===== src/design/b64c_pkg.sv =====
// shared types, character constants and alphabet functions of the base64 codec
package b64c_pkg;

   localparam int          QUEUE_DEPTH_DEF = 2;
   localparam int          CSR_ADDR_W      = 3;
   localparam logic        REG_DIRECTION   = 1'b0;
   localparam logic        DIR_ENCODE      = 1'b0;
   localparam logic        DIR_DECODE      = 1'b1;

   localparam logic [7:0]  CHR_UPPER_A = 8'h41;
   localparam logic [7:0]  CHR_UPPER_Z = 8'h5a;
   localparam logic [7:0]  CHR_LOWER_A = 8'h61;
   localparam logic [7:0]  CHR_LOWER_Z = 8'h7a;
   localparam logic [7:0]  CHR_DIGIT_0 = 8'h30;
   localparam logic [7:0]  CHR_DIGIT_9 = 8'h39;
   localparam logic [7:0]  CHR_PLUS    = 8'h2b;
   localparam logic [7:0]  CHR_SLASH   = 8'h2f;
   localparam logic [7:0]  CHR_PAD     = 8'h3d;
   localparam logic [6:0]  NO_VALUE    = 7'd64;

   // up to four results produced by one item
   typedef struct packed {
      logic [1:0]      final_idx;
      logic [3:0][7:0] data;
      logic [3:0]      last;
      logic [3:0]      bad;
   } job_type;

   function automatic logic [7:0] sym_of(input logic [5:0] v);
      logic [7:0] w;
      w = {2'b00, v};
      if (v < 6'd26) return CHR_UPPER_A + w;
      if (v < 6'd52) return CHR_LOWER_A + w - 8'd26;
      if (v < 6'd62) return CHR_DIGIT_0 + w - 8'd52;
      if (v == 6'd62) return CHR_PLUS;
      return CHR_SLASH;
   endfunction

   function automatic logic [6:0] val_of(input logic [7:0] c);
      if (c inside {[CHR_UPPER_A:CHR_UPPER_Z]}) return 7'(c - CHR_UPPER_A);
      if (c inside {[CHR_LOWER_A:CHR_LOWER_Z]}) return 7'(c - CHR_LOWER_A + 8'd26);
      if (c inside {[CHR_DIGIT_0:CHR_DIGIT_9]}) return 7'(c - CHR_DIGIT_0 + 8'd52);
      if (c == CHR_PLUS) return 7'd62;
      if (c == CHR_SLASH) return 7'd63;
      return NO_VALUE;
   endfunction

endpackage


===== src/design/b64c_if.sv =====
// valid/ready channel interfaces for input items and result items
interface b64c_req_if;
   logic       valid;
   logic       ready;
   logic [7:0] data_in;
   logic       in_last;
   modport source (output valid, output data_in, output in_last, input ready);
   modport sink   (input valid, input data_in, input in_last, output ready);
endinterface

interface b64c_rsp_if;
   logic       valid;
   logic       ready;
   logic [7:0] data_out;
   logic       out_last;
   logic       bad_symbol;
   modport source (output valid, output data_out, output out_last, output bad_symbol,
                   input ready);
   modport sink   (input valid, input data_out, input out_last, input bad_symbol,
                   output ready);
endinterface


===== src/design/b64c_front.sv =====
// front end: accepts items, keeps group state and builds the results of each item
module b64c_front (
   input  logic              clock,
   input  logic              reset,
   input  logic              direction,
   input  logic              cfg_clear,
   input  logic              queue_full,
   b64c_req_if.sink          req,
   output logic              push,
   output b64c_pkg::job_type job
);
   import b64c_pkg::*;

   logic [1:0] pos_ff, pos_in;
   logic [5:0] held_ff, held_in;
   logic       pad_ff, pad_in;
   logic       err_ff, err_in;
   logic [7:0] pend_ff, pend_in;
   logic       pend_v_ff, pend_v_in;

   logic       accept;
   logic [2:0] n;
   logic [7:0] b;
   logic [6:0] v;
   logic [7:0] byte_v;
   logic       do_push;

   assign req.ready = !queue_full;
   assign accept    = req.valid && req.ready;
   assign b         = req.data_in;

   always_comb begin
      pos_in    = pos_ff;
      held_in   = held_ff;
      pad_in    = pad_ff;
      err_in    = err_ff;
      pend_in   = pend_ff;
      pend_v_in = pend_v_ff;
      job       = '0;
      n         = 3'd0;
      v         = val_of(b);
      byte_v    = 8'h00;
      do_push   = 1'b0;
      if (accept) begin
         if (direction == DIR_ENCODE) begin
            case (pos_ff)
               2'd0: begin
                  job.data[0] = sym_of(b[7:2]);
                  held_in     = {b[1:0], 4'b0000};
                  pos_in      = 2'd1;
                  n           = 3'd1;
                  if (req.in_last) begin
                     job.data[1] = sym_of(held_in);
                     job.data[2] = CHR_PAD;
                     job.data[3] = CHR_PAD;
                     job.last[3] = 1'b1;
                     n           = 3'd4;
                  end
               end
               2'd1: begin
                  job.data[0] = sym_of(held_ff | {2'b00, b[7:4]});
                  held_in     = {b[3:0], 2'b00};
                  pos_in      = 2'd2;
                  n           = 3'd1;
                  if (req.in_last) begin
                     job.data[1] = sym_of(held_in);
                     job.data[2] = CHR_PAD;
                     job.last[2] = 1'b1;
                     n           = 3'd3;
                  end
               end
               default: begin
                  job.data[0] = sym_of(held_ff | {4'b0000, b[7:6]});
                  job.data[1] = sym_of(b[5:0]);
                  job.last[1] = req.in_last;
                  held_in     = 6'd0;
                  pos_in      = 2'd0;
                  n           = 3'd2;
               end
            endcase
         end else begin
            if (!pad_ff) begin
               if (b == CHR_PAD) begin
                  if (pos_ff < 2'd2) err_in = 1'b1;
                  pad_in = 1'b1;
               end else if (v == NO_VALUE) begin
                  err_in = 1'b1;
               end else begin
                  case (pos_ff)
                     2'd0: begin
                        held_in = v[5:0];
                        pos_in  = 2'd1;
                     end
                     2'd1: begin
                        byte_v  = {held_ff, v[5:4]};
                        do_push = 1'b1;
                        held_in = {2'b00, v[3:0]};
                        pos_in  = 2'd2;
                     end
                     2'd2: begin
                        byte_v  = {held_ff[3:0], v[5:2]};
                        do_push = 1'b1;
                        held_in = {4'b0000, v[1:0]};
                        pos_in  = 2'd3;
                     end
                     default: begin
                        byte_v  = {held_ff[1:0], v[5:0]};
                        do_push = 1'b1;
                        held_in = 6'd0;
                        pos_in  = 2'd0;
                     end
                  endcase
               end
            end
            // each decoded byte waits one place so the final one can carry out_last
            if (do_push) begin
               if (pend_v_ff) begin
                  job.data[0] = pend_ff;
                  job.bad[0]  = err_ff;
                  n           = 3'd1;
               end
               pend_in   = byte_v;
               pend_v_in = 1'b1;
            end
            if (req.in_last) begin
               if (!pad_in && pos_in != 2'd0) err_in = 1'b1;
               if (pend_v_in) begin
                  job.data[n[1:0]] = pend_in;
                  job.bad[n[1:0]]  = err_in;
               end else begin
                  job.data[n[1:0]] = 8'h00;
                  job.bad[n[1:0]]  = 1'b1;
               end
               job.last[n[1:0]] = 1'b1;
               n = n + 3'd1;
            end
         end
         if (req.in_last) begin
            pos_in    = 2'd0;
            held_in   = 6'd0;
            pad_in    = 1'b0;
            err_in    = 1'b0;
            pend_in   = 8'h00;
            pend_v_in = 1'b0;
         end
      end
      if (cfg_clear) begin
         pos_in    = 2'd0;
         held_in   = 6'd0;
         pad_in    = 1'b0;
         err_in    = 1'b0;
         pend_in   = 8'h00;
         pend_v_in = 1'b0;
      end
      job.final_idx = 2'(n - 3'd1);
      push          = accept && (n != 3'd0);
   end

   always_ff @(posedge clock) begin
      if (reset) begin
         pos_ff    <= 2'd0;
         held_ff   <= 6'd0;
         pad_ff    <= 1'b0;
         err_ff    <= 1'b0;
         pend_v_ff <= 1'b0;
      end else begin
         pos_ff    <= pos_in;
         held_ff   <= held_in;
         pad_ff    <= pad_in;
         err_ff    <= err_in;
         pend_v_ff <= pend_v_in;
      end
      pend_ff <= pend_in;
   end

endmodule


===== src/design/b64c_queue.sv =====
// short fifo of result groups between front and back end
module b64c_queue #(
   parameter int DEPTH = b64c_pkg::QUEUE_DEPTH_DEF
) (
   input  logic              clock,
   input  logic              reset,
   input  logic              push,
   input  b64c_pkg::job_type push_job,
   input  logic              pop,
   output logic              not_empty,
   output logic              full,
   output b64c_pkg::job_type head
);
   import b64c_pkg::*;

   localparam int PTR_W = (DEPTH > 1) ? $clog2(DEPTH) : 1;
   localparam int CNT_W = $clog2(DEPTH + 1);

   job_type            mem_ff [DEPTH];
   logic [PTR_W-1:0]   wr_ff, wr_in;
   logic [PTR_W-1:0]   rd_ff, rd_in;
   logic [CNT_W-1:0]   cnt_ff, cnt_in;
   logic               do_push, do_pop;

   assign full      = (cnt_ff == CNT_W'(DEPTH));
   assign not_empty = (cnt_ff != '0);
   assign head      = mem_ff[rd_ff];
   assign do_push   = push && !full;
   assign do_pop    = pop && not_empty;

   always_comb begin
      wr_in  = wr_ff;
      rd_in  = rd_ff;
      cnt_in = cnt_ff;
      if (do_push) wr_in = (wr_ff == PTR_W'(DEPTH - 1)) ? '0 : wr_ff + PTR_W'(1);
      if (do_pop)  rd_in = (rd_ff == PTR_W'(DEPTH - 1)) ? '0 : rd_ff + PTR_W'(1);
      if (do_push && !do_pop) cnt_in = cnt_ff + CNT_W'(1);
      if (do_pop && !do_push) cnt_in = cnt_ff - CNT_W'(1);
   end

   always_ff @(posedge clock) begin
      if (reset) begin
         wr_ff  <= '0;
         rd_ff  <= '0;
         cnt_ff <= '0;
      end else begin
         wr_ff  <= wr_in;
         rd_ff  <= rd_in;
         cnt_ff <= cnt_in;
      end
      if (do_push) mem_ff[wr_ff] <= push_job;
   end

endmodule


===== src/design/b64c_back.sv =====
// back end: walks the results of the head group into the output register
module b64c_back (
   input  logic              clock,
   input  logic              reset,
   input  logic              job_valid,
   input  b64c_pkg::job_type job,
   output logic              pop,
   b64c_rsp_if.source        rsp
);
   import b64c_pkg::*;

   logic       out_v_ff, out_v_in;
   logic [7:0] data_ff, data_in;
   logic       last_ff, last_in;
   logic       bad_ff, bad_in;
   logic [1:0] idx_ff, idx_in;
   logic       load;

   assign load = job_valid && (!out_v_ff || rsp.ready);
   assign pop  = load && (idx_ff == job.final_idx);

   always_comb begin
      out_v_in = out_v_ff;
      data_in  = data_ff;
      last_in  = last_ff;
      bad_in   = bad_ff;
      idx_in   = idx_ff;
      if (load) begin
         out_v_in = 1'b1;
         data_in  = job.data[idx_ff];
         last_in  = job.last[idx_ff];
         bad_in   = job.bad[idx_ff];
         idx_in   = pop ? 2'd0 : idx_ff + 2'd1;
      end else if (rsp.ready) begin
         out_v_in = 1'b0;
      end
   end

   always_ff @(posedge clock) begin
      if (reset) begin
         out_v_ff <= 1'b0;
         idx_ff   <= 2'd0;
      end else begin
         out_v_ff <= out_v_in;
         idx_ff   <= idx_in;
      end
      data_ff <= data_in;
      last_ff <= last_in;
      bad_ff  <= bad_in;
   end

   assign rsp.valid      = out_v_ff;
   assign rsp.data_out   = data_ff;
   assign rsp.out_last   = last_ff;
   assign rsp.bad_symbol = bad_ff;

endmodule


===== src/design/base64_codec.sv =====
// top level of the base64 encoder/decoder with its direction register
//
//   port     role        carries
//   req_ch   item in     data_in[7:0], in_last
//   rsp_ch   item out    data_out[7:0], out_last, bad_symbol
//   p*       apb slave   direction at byte address 0
//
// an item is taken every cycle while the group queue has room; each item
// yields zero to four results, sent one per cycle from the output register
// while rsp_ch is ready; encoding, with four characters for every three
// bytes, is bound by the output port. synchronous reset; no clearing pass.
// a stalled rsp_ch fills the queue, after which req_ch.ready drops.
module base64_codec #(
   parameter int QUEUE_DEPTH = b64c_pkg::QUEUE_DEPTH_DEF
) (
   input  logic                            clock,
   input  logic                            reset,
   b64c_req_if.sink                        req_ch,
   b64c_rsp_if.source                      rsp_ch,
   input  logic                            psel,
   input  logic                            penable,
   input  logic                            pwrite,
   input  logic [b64c_pkg::CSR_ADDR_W-1:0] paddr,
   input  logic [31:0]                     pwdata,
   output logic [31:0]                     prdata,
   output logic                            pready
);
   import b64c_pkg::*;

   logic    dir_ff, dir_in;
   logic    cfg_clear;
   logic    push, pop, q_full, q_not_empty;
   job_type push_job, head_job;

   assign pready    = 1'b1;
   assign cfg_clear = psel && penable && pwrite && (paddr[2] == REG_DIRECTION);
   assign dir_in    = cfg_clear ? pwdata[0] : dir_ff;
   assign prdata    = (paddr[2] == REG_DIRECTION) ? {31'd0, dir_ff} : 32'd0;

   always_ff @(posedge clock) begin
      if (reset) dir_ff <= DIR_ENCODE;
      else       dir_ff <= dir_in;
   end

   b64c_front u_front (
      .clock      (clock),
      .reset      (reset),
      .direction  (dir_ff),
      .cfg_clear  (cfg_clear),
      .queue_full (q_full),
      .req        (req_ch),
      .push       (push),
      .job        (push_job)
   );

   b64c_queue #(.DEPTH(QUEUE_DEPTH)) u_queue (
      .clock     (clock),
      .reset     (reset),
      .push      (push),
      .push_job  (push_job),
      .pop       (pop),
      .not_empty (q_not_empty),
      .full      (q_full),
      .head      (head_job)
   );

   b64c_back u_back (
      .clock     (clock),
      .reset     (reset),
      .job_valid (q_not_empty),
      .job       (head_job),
      .pop       (pop),
      .rsp       (rsp_ch)
   );

endmodule

===== src/flat_wrapper.sv =====
// flat-port wrapper written by rule: the top's interface ports become plain ports
module base64_codec_flat import b64c_pkg::*;
#(
   parameter int QUEUE_DEPTH = b64c_pkg::QUEUE_DEPTH_DEF
)
  (clock, reset, psel, penable, pwrite, paddr, pwdata, prdata, pready, req_ch_valid, req_ch_data_in, req_ch_in_last, req_ch_ready, rsp_ch_valid, rsp_ch_data_out, rsp_ch_out_last, rsp_ch_bad_symbol, rsp_ch_ready);
  b64c_req_if req_ch_i ();
  b64c_rsp_if rsp_ch_i ();
  input  logic clock;
  input  logic reset;
  input  logic psel;
  input  logic penable;
  input  logic pwrite;
  input  logic [b64c_pkg::CSR_ADDR_W-1:0] paddr;
  input  logic [31:0] pwdata;
  output logic [31:0] prdata;
  output logic pready;
  input wire logic [$bits(req_ch_i.valid)-1:0] req_ch_valid;
  input wire logic [$bits(req_ch_i.data_in)-1:0] req_ch_data_in;
  input wire logic [$bits(req_ch_i.in_last)-1:0] req_ch_in_last;
  output wire logic [$bits(req_ch_i.ready)-1:0] req_ch_ready;
  output wire logic [$bits(rsp_ch_i.valid)-1:0] rsp_ch_valid;
  output wire logic [$bits(rsp_ch_i.data_out)-1:0] rsp_ch_data_out;
  output wire logic [$bits(rsp_ch_i.out_last)-1:0] rsp_ch_out_last;
  output wire logic [$bits(rsp_ch_i.bad_symbol)-1:0] rsp_ch_bad_symbol;
  input wire logic [$bits(rsp_ch_i.ready)-1:0] rsp_ch_ready;
  assign req_ch_i.valid = req_ch_valid;
  assign req_ch_i.data_in = req_ch_data_in;
  assign req_ch_i.in_last = req_ch_in_last;
  assign req_ch_ready = req_ch_i.ready;
  assign rsp_ch_valid = rsp_ch_i.valid;
  assign rsp_ch_data_out = rsp_ch_i.data_out;
  assign rsp_ch_out_last = rsp_ch_i.out_last;
  assign rsp_ch_bad_symbol = rsp_ch_i.bad_symbol;
  assign rsp_ch_i.ready = rsp_ch_ready;
  base64_codec #(.QUEUE_DEPTH(QUEUE_DEPTH)) u_core (.clock(clock), .reset(reset), .req_ch(req_ch_i), .rsp_ch(rsp_ch_i), .psel(psel), .penable(penable), .pwrite(pwrite), .paddr(paddr), .pwdata(pwdata), .prdata(prdata), .pready(pready));
endmodule

===== config.mk =====
export PLATFORM = sky130hd
export DESIGN_NAME = base64_codec_flat
export DESIGN_NICKNAME = d
export VERILOG_FILES = /design/src/design/b64c_pkg.sv /design/src/design/b64c_if.sv /design/src/design/b64c_front.sv /design/src/design/b64c_queue.sv /design/src/design/b64c_back.sv /design/src/design/base64_codec.sv /design/src/flat_wrapper.sv
export SDC_FILE = /design/constraint.sdc
export NUM_CORES = 1
export LEC_CHECK = 0
export ABC_AREA = 1
export ABC_CLOCK_PERIOD_IN_PS = 7900
export BUFFER_PORTS_ARGS = -buffer_cell sky130_fd_sc_hd__buf_2
export CAP_MARGIN = 20
export CORE_MARGIN = 2
export CORE_UTILIZATION = 50
export DETAILED_ROUTE_END_ITERATION = 12
export GPL_TIMING_DRIVEN = 0
export MAX_ROUTING_LAYER = met4
export PLACE_DENSITY = 0.69
export SYNTH_ARGS = -nofsm -noshare
export SYNTH_HDL_FRONTEND = slang
export SYNTH_SLANG_ARGS = --single-unit
export TNS_END_PERCENT = 5

===== constraint.sdc =====
create_clock -name clock -period 7.9 [get_ports clock]
set_input_delay 2.37 -clock clock [delete_from_list [all_inputs] [get_ports clock]]
set_output_delay 2.37 -clock clock [all_outputs]
set_load 0.05 [all_outputs]

==> metrics.md, run 1 <==
| Metric | Value |
|---|---|
| Gr usage total | `between 20 and 30%` |
| Skew final | `between 0.01 and 0.015 ns` |
| Final TNS setup | `0 ns` |
| CTS tree | `done` |
| Post-DP Area | `between 7000 and 8000 sq um` |
| Seq/Total Area, Yosys | `about a third` |
| Ys Warns | `0` |
| Max Fanout on Critical Path | `14` |
| Antenna cell count | `0` |
| Area share of the leading cell type in the synthesized netlist | `25.3%` |
| Max_slew headroom | `between 40% and 50%` |
| CP max stage delay | `around 0.6 ns` |
| Largest net degree at the start of global routing | `19` |
| Crit path max-delay family | `simple AND/OR/NAND/NOR gates` |
| DP HPWL | `approximately 16000 um` |
| Critical path endpoint category | `flop` |
| Synth Instances | `958` |
| RSZ-0062 raised after global routing | `no` |
| R2R depth | `15` |
| Die area | `15200 sq um` |
| Design area | `just under 8000 sq um` |
| Via/cell ratio | `between 5 and 6` |
| Power Dens Cells | `about 200 nW/um^2` |
| Port-buffer cells | `29` |
| Total number of vias | `approximately 7100` |
| Final net count | `around 1100` |
| Critical Path End | `u_core.u_queue.mem_ff[0][17]$_DFFE_PP_` |
| FMAX | `~140 MHz` |
| First-pass GRT wire length | `33400 um` |
| Leak | `between 3 and 4 nW` |
| Combinational power share | `a little over a third` |
| Yosys top cell by area | `edfxtp_1` |
| Cts bufs inserted | `9` |
| WL per Instance | `roughly 17 um` |
| Commonest non-fill, non-tap cells in the layout | `nand2_1, nor2_1, inv_1` |
| Commonest non-fill, non-tap cell in the layout | `nand2_1` |
| Flop-to-flop setup slack | `~3.8 ns` |
| CP startpoint kind | `input port` |
| GP Congestion | `1.04` |
| Post-CTS Setup Bufs | `0` |
| Core ar. | `13900 sq um` |
| Mean Syn Cell Area | `between 7 and 8 sq um` |
| Setup violators final | `0` |
| Routed Antenna Nets | `0` |
| Arrival @ worst endpoint | `around 7.2 ns` |
| Share of flip-flops with an asynchronous set or reset | `0%` |
| Placed insts | `about 1200` |
| Worst vdd ir | `0.000151 V` |
| Number of max-cap violations | `0` |
| Area grow syn2layout | `11.9%` |
| Crit. Startpoint | `req_ch_data_in[2]` |
| Final Slew Violations | `0` |
| WP depth | `26` |
| NetSw | `around 0.62 mW` |
| Internal power | `between 0.9 and 1 mW` |
| GRT overflow | `0` |
| Fill cells | `about 1300` |
| Period utilisation layout | `around nine tenths` |
| CP required | `a little under 8 ns` |
| Initial Utilization | `approximately 50%` |
| Clock share of power | `26.6%` |
| Row count | `43` |
| Htree depth | `3` |
| Initial antenna violation count | `0` |
| Sw Share | `roughly two fifths` |
| #FFs+latches synth | `88` |
| Die H | `approximately 120 um` |
| DR pass1 iterations | `6` |
| Sequential share of power | `between 30% and 40%` |
| DRC | `0` |
| Worst Hold Class | `reg2reg` |
| Ports | `96` |
| Layout cells sized above 1 | `15.4%` |
| Top cells by area, synth | `edfxtp_1, nand2_1, dfxtp_1` |
| Clk_lat worst skew | `between 0.3 and 0.4 ns` |
| Tightest Pin Transition | `0.770 ns` |
| CTS clk-pin slew, worst paths | `~0.07 ns` |
| Buf/Inv on CP | `7` |
| Root Buffer | `clkbuf_16` |
| Hold-fix buffers, CTS | `0` |
| Clk buf depth | `2` |
| Die width | `about 120 um` |
| Post-synth cell types | `53` |
| RR Endpoint | `u_core.u_queue.mem_ff[0][17]$_DFFE_PP_` |
| Slowest cell on crit path | `nor2_2` |
| Clk sink count | `slightly below 90` |
| Overall routed net length | `about 21000 um` |
| WS Path Type | `in2reg` |
| Syn Std Cell Area | `around 7000 sq um` |
| Final Non-Filler Cells | `about 1200` |
| Number of global-route vias before repair | `6327` |
| Min Clock Period, post-route | `between 7 and 8 ns` |
| Status | `completed` |
| Worst R2R Start | `u_core.u_front.pos_ff[1]$_SDFFE_PP0P_` |
| Top FF cell, synth | `edfxtp_1` |
| EDFF count, synth | `60` |
| Drt initial violations | `984` |
| CTS resizes | `0` |
| Final Hold Vio Count | `0` |
[synthesized netlist by cell type, types with 5 or more instances]
master	n
a31oi_1	17
dfxtp_1	28
nand2_2	15
buf_2	7
nand2_4	6
o21ai_0	67
a211oi_2	8
a21oi_1	63
a211oi_1	5
nor2_1	95
buf_4	35
edfxtp_1	60
nand3_1	68
o22ai_1	9
nand2_1	182
o221ai_1	10
o21ai_1	10
o211ai_1	28
a221o_1	5
nor3_1	9
inv_1	92
buf_6	5
clkbuf_1	16
inv_2	11
xor2_1	12
ha_1	34
nor2_2	6
nor2_4	5
xnor2_1	5
[how the worst min path moves through the flow]
stage	to	slack, ns	cells after the start	from
3_3_place_gp	u_core.u_queue.cnt_ff[1]$_SDFFE_PP0P_	0.46	1	u_core.u_queue.cnt_ff[1]$_SDFFE_PP0P_
6_report	u_core.u_queue.cnt_ff[1]$_SDFFE_PP0P_	0.48	1	u_core.u_queue.cnt_ff[1]$_SDFFE_PP0P_
5_1_grt	u_core.u_front.pend_ff[4]$_SDFFE_PP0P_	0.51	2	u_core.u_front.pend_ff[4]$_SDFFE_PP0P_
2_1_floorplan	u_core.u_queue.cnt_ff[1]$_SDFFE_PP0P_	0.44	1	u_core.u_queue.cnt_ff[1]$_SDFFE_PP0P_
4_1_cts	u_core.u_queue.cnt_ff[1]$_SDFFE_PP0P_	0.49	1	u_core.u_queue.cnt_ff[1]$_SDFFE_PP0P_
3_5_place_dp	u_core.u_queue.cnt_ff[1]$_SDFFE_PP0P_	0.47	1	u_core.u_queue.cnt_ff[1]$_SDFFE_PP0P_
[power groups by stage]
stage | clock [mW] | sequential (mW) | combinational [mW]
final | 0.418 | 0.586 | 0.565
after global routing | 0.446 | 0.592 | 0.618
after CTS | 0.425 | 0.587 | 0.553
after detailed placement | 0 | 0.597 | 0.551
after global placement | 0 | 0.596 | 0.539
after floorplan | 0 | 0.655 | 0.351
[sequential cells by signal, indices dropped and copies added, names as in the netlist, 2 cells and up, named ones only]
name and count:
u_core.u_queue.mem_ff 50, u_core.u_back.idx_ff 2, u_core.u_queue.cnt_ff 2, u_core.u_front.pos_ff 2
u_core.u_back.rsp.data_out 8, u_core.u_front.held_ff 6, u_core.u_front.pend_ff 8
[per-layer routing]
metal	vias to the layer above	global-route usage, %	part of all wire [%]
met4	0	12.3	4.3
met1	3203	38.8	41
met2	405	44.6	45
li1	3401	-	-
met3	75	4.94	9.6
met5	-	-	0
[layout make-up]
class	instances	area, sq um	area share [%]
repair buffers	33	203	2.55
well taps	180	225	2.83
inverters	108	408	5.13
plain buffers	65	422	5.30
clock inverters	7	75.1	0.944
clock buffers	9	225	2.83
flip-flops and latches	88	2360	29.7
multi-input cells	727	4030	50.7
[per-stage QoR]
step	hold WS [ns]	setup WS, ns	power, mW	utilization [%]
after CTS	0.487	0.794	1.56	57.2
after global placement	0.457	-0.366	1.13	54.7
after global routing	0.507	0.369	1.66	57.3
after floorplan	0.443	1.18	1.01	-
after detailed placement	0.472	0.445	1.15	55.0
final	0.480	0.787	1.57	57.3
[logic make-up after synthesis]
kind of cell,count (synthesis),synth area share (%)
simple gates,398,25.0
xor+xnor,17,2.09
fa+ha+maj,34,5.98
buf+inv,173,11.7
mux,1,0.141
flops,88,33.2
compound gates,245,21.7
other cells,2,0.106
[worst reg2reg max path, cell delays in order (launching register included)]
cell and delay [ns]:
dfxtp_1 0.42, inv_1 0.12, ha_1 0.19, clkbuf_1 0.22
inv_1 0.37, nand3_4 0.14, nor2_2 0.13, inv_1 0.09
ha_1 0.28, o21ai_0 0.16, o21ai_0 0.23, ha_1 0.27
a21oi_1 0.19, inv_1 0.12, nor2_2 0.61, buf_8 0.24
Note: power is estimated with default switching activity, not from simulation.
==> run 2, diff against run 1 <==
- ABC_AREA: 1 -> not set
- GPL_TIMING_DRIVEN: 0 -> not set
==> run 2 against run 1 <==
  * Clock skew up 0.0012 ns
  * Synthesized cell count down 14%
  * Critical path type unchanged
  * Highest routed layer unchanged
  * Area after synthesis up 1.7%
  * Wire length down 5.2%
  * Clock power up 9.8%
  * Cell area down 4.2%
==> metrics.md, run 2 <==
| Metric | Value |
|---|---|
| Status | `completed` |
| Routed Antenna Nets | `0` |
| Final Non-Filler Cells | `around 1000` |
| Top cells by count, synth | `nand2_1, a21oi_1, edfxtp_1, nor2_1, o21ai_0` |
| CTS clk-pin slew, worst paths | `about 0.07 ns` |
| Final TNS setup | `0 ns` |
| Worst vdd ir | `between 0.0001 and 0.00015 V` |
| Crit path top cell by count | `ha_1` |
| EDFF count, synth | `60` |
| Via/cell ratio | `between 6 and 7` |
| Clk buf depth | `2` |
| Critical path endpoint category | `flop` |
| Crit. Startpoint | `req_ch_data_in[5]` |
| #FFs+latches synth | `88` |
| Post-CTS Setup Bufs | `0` |
| Power Dens Cells | `~220 nW/um^2` |
| Antenna cell count | `0` |
| Total Power | `roughly 1.7 mW` |
| CP max stage delay | `approximately 0.56 ns` |
| Drt initial violations | `816` |
| Max FFs per register | `50` |
| R2R depth | `13` |
| Period utilisation layout | `between 80% and 90%` |
| CTS resizes | `0` |
| Mean Syn Cell Area | `slightly below 9 sq um` |
| Biggest register | `u_core.u_queue.mem_ff` |
| Final Hold Vio Count | `0` |
| Initial antenna violation count | `0` |
| Die H | `~120 um` |
| Commonest non-fill, non-tap cells in the layout | `nand2_1, a21oi_1, edfxtp_1` |
| Syn Std Cell Area | `7230 sq um` |
| Arrival @ worst endpoint | `approximately 7.2 ns` |
| Placed insts | `roughly 980` |
| Max_slew headroom | `38.2%` |
| Yosys top cell by area | `edfxtp_1` |
| Area share of the leading cell type in the synthesized netlist | `approximately a quarter` |
| CP startpoint kind | `input port` |
| Total number of vias | `approximately 6400` |
| Clk_lat worst skew | `~0.34 ns` |
| Leak | `between 2 and 3 nW` |
| Die width | `between 100 and 150 um` |
| Final Slew Violations | `0` |
| First-pass GRT wire length | `around 32000 um` |
| Min Clock Period, post-route | `around 6.9 ns` |
| Number of global-route vias before repair | `roughly 5900` |
| Worst Hold Depth | `1` |
| Seq/Total Area, Yosys | `between 30 and 40%` |
| Htree depth | `3` |
| Cts bufs inserted | `9` |
| FMAX | `144 MHz` |
| Area grow syn2layout | `5.40%` |
| Multi-input logic area | `~4400 sq um` |
| DP HPWL | `approximately 15000 um` |
| Flop-to-flop setup slack | `slightly above 4 ns` |
| Max Fanout on Critical Path | `19` |
| Initial Utilization | `51.7%` |
| Row count | `43` |
| Number of max-cap violations | `0` |
| Top FF cell, synth | `edfxtp_1` |
| Die area | `around 15000 sq um` |
| Commonest non-fill, non-tap cell in the layout | `nand2_1` |
| WS Path Type | `in2reg` |
| DR pass1 iterations | `6` |
| Final net count | `899` |
| RSZ-0062 raised after global routing | `no` |
| Synth Instances | `826` |
| Layout cells sized above 1 | `~13%` |
| Hold-fix buffers, CTS | `0` |
| Port-buffer cells | `30` |
| Worst Hold Class | `reg2reg` |
| Share of flip-flops with an asynchronous set or reset | `0%` |
| Root Buffer | `clkbuf_16` |
| FF/Latch Area | `2360 sq um` |
| Clk sink count | `88` |
| GRT overflow | `0` |
| Largest net degree at the start of global routing | `33` |
| DRC | `0` |
| Tightest Pin Transition | `a little over 0.9 ns` |
| CTS tree | `done` |
| Gr usage total | `a little over a quarter` |
| RR Endpoint | `u_core.u_queue.cnt_ff[1]$_SDFFE_PP0P_` |
| Critical Path End | `u_core.u_queue.cnt_ff[1]$_SDFFE_PP0P_` |
| Crit-path cells | `buf_2, clkinv_1, ha_1, and4_1, o31ai_2, nor3_1, a2111oi_2, nand4_2, nand3_1, ha_1, a221o_1, ha_1, nor2_1, nor2_1, ha_1, or3_1, a21oi_1` |
| Fill cells | `approximately 1300` |
| Post-synth cell types | `90` |
| WL per Instance | `between 20 and 25 um` |
| Overall routed net length | `about 20000 um` |
| Slowest cell on crit path | `a2111oi_2` |
| Ports | `96` |
| Core ar. | `14000 sq um` |
| Top cells by area, synth | `edfxtp_1, dfxtp_1, ha_1` |
| Worst R2R Start | `u_core.u_front.pos_ff[1]$_SDFFE_PP0P_` |
| Most common cell in the netlist | `nand2_1` |
| Setup violators final | `0` |
| GP Congestion | `between 1 and 1.5` |
| CP required | `~8.2 ns` |
| Ys Warns | `0` |
| Skew final | `approximately 0.012 ns` |
run 2: cell types whose count changed in the layout (fill, tap and decap cells not counted), sizes merged, moves of 14 or more:
cell    previous run  this run
nor2             106        59
inv              107        32
buf               81        41
clkbuf            26        12
o211ai            28        12
nand3             71        24
o21ai             80        50
nor2b              0        15
nand2            203        77
run 2: logic make-up after synthesis:
kind of cell    count (synthesis)  share of synthesized area [%]
simple gates                  270                           18.9
compound gates                256                           25.1
buf+inv                       127                           8.74
flops                          88                           32.7
fa+ha+maj                      34                           5.89
mux                            28                           6.01
xor+xnor                       21                           2.54
other cells                     2                          0.104
run 2: critical path, delay by kind of cell:
kind	cells	cell delay, ns
simple gates	7	1.38
buf+inv	2	0.73
fa+ha+maj	4	1.13
compound gates	4	1.59
run 2: area by class of cell:
class / count / area share (%)
multi-input combinational: 641 / 57.1
sequential: 88 / 31.0
clock buffer: 12 / 3.24
timing repair buffer: 41 / 3.05
tap: 180 / 2.96
inverter: 33 / 1.63
clock inverter: 4 / 1.00
run 2: per-stage QoR:
stage | hold slack (ns) | instance area [sq um] | setup slack (ns) | util, %
2_1_floorplan | 0.446 | 7340 | 0.416 | -
3_3_place_gp | 0.464 | 7300 | 0.721 | 52.2
3_5_place_dp | 0.480 | 7300 | 0.682 | 52.2
4_1_cts | 0.494 | 7620 | 1.03 | 54.5
5_1_grt | 0.505 | 7620 | 0.536 | 54.5
6_report | 0.494 | 7620 | 0.961 | 54.5
run 2: where the power goes:
part	internal, mW	switching (mW)
combinational	0.185	0.405
sequential	0.598	0.0481
clock	0.287	0.172
run 2: layer usage:
layer	up-vias	share of wire [%]	GRT usage, %
met5	-	0	-
met4	0	2.1	7.80
met3	33	7.0	3.83
met2	309	48	40.8
met1	3097	43	35.3
li1	3010	-	-
run 2: worst min-delay path by stage:
| stage | start | to | slack [ns] |
|---|---|---|---|
| 2_1_floorplan | u_core.u_front.pend_ff[6]$_SDFFE_PP0P_ | u_core.u_front.pend_ff[6]$_SDFFE_PP0P_ | 0.45 |
| 3_3_place_gp | u_core.u_front.pend_ff[6]$_SDFFE_PP0P_ | u_core.u_front.pend_ff[6]$_SDFFE_PP0P_ | 0.46 |
| 3_5_place_dp | u_core.u_front.pend_ff[3]$_SDFFE_PP0P_ | u_core.u_front.pend_ff[3]$_SDFFE_PP0P_ | 0.48 |
| 4_1_cts | u_core.u_front.pend_ff[3]$_SDFFE_PP0P_ | u_core.u_front.pend_ff[3]$_SDFFE_PP0P_ | 0.49 |
| 5_1_grt | u_core.u_front.pend_ff[3]$_SDFFE_PP0P_ | u_core.u_front.pend_ff[3]$_SDFFE_PP0P_ | 0.50 |
| 6_report | u_core.u_front.pend_ff[3]$_SDFFE_PP0P_ | u_core.u_front.pend_ff[3]$_SDFFE_PP0P_ | 0.49 |
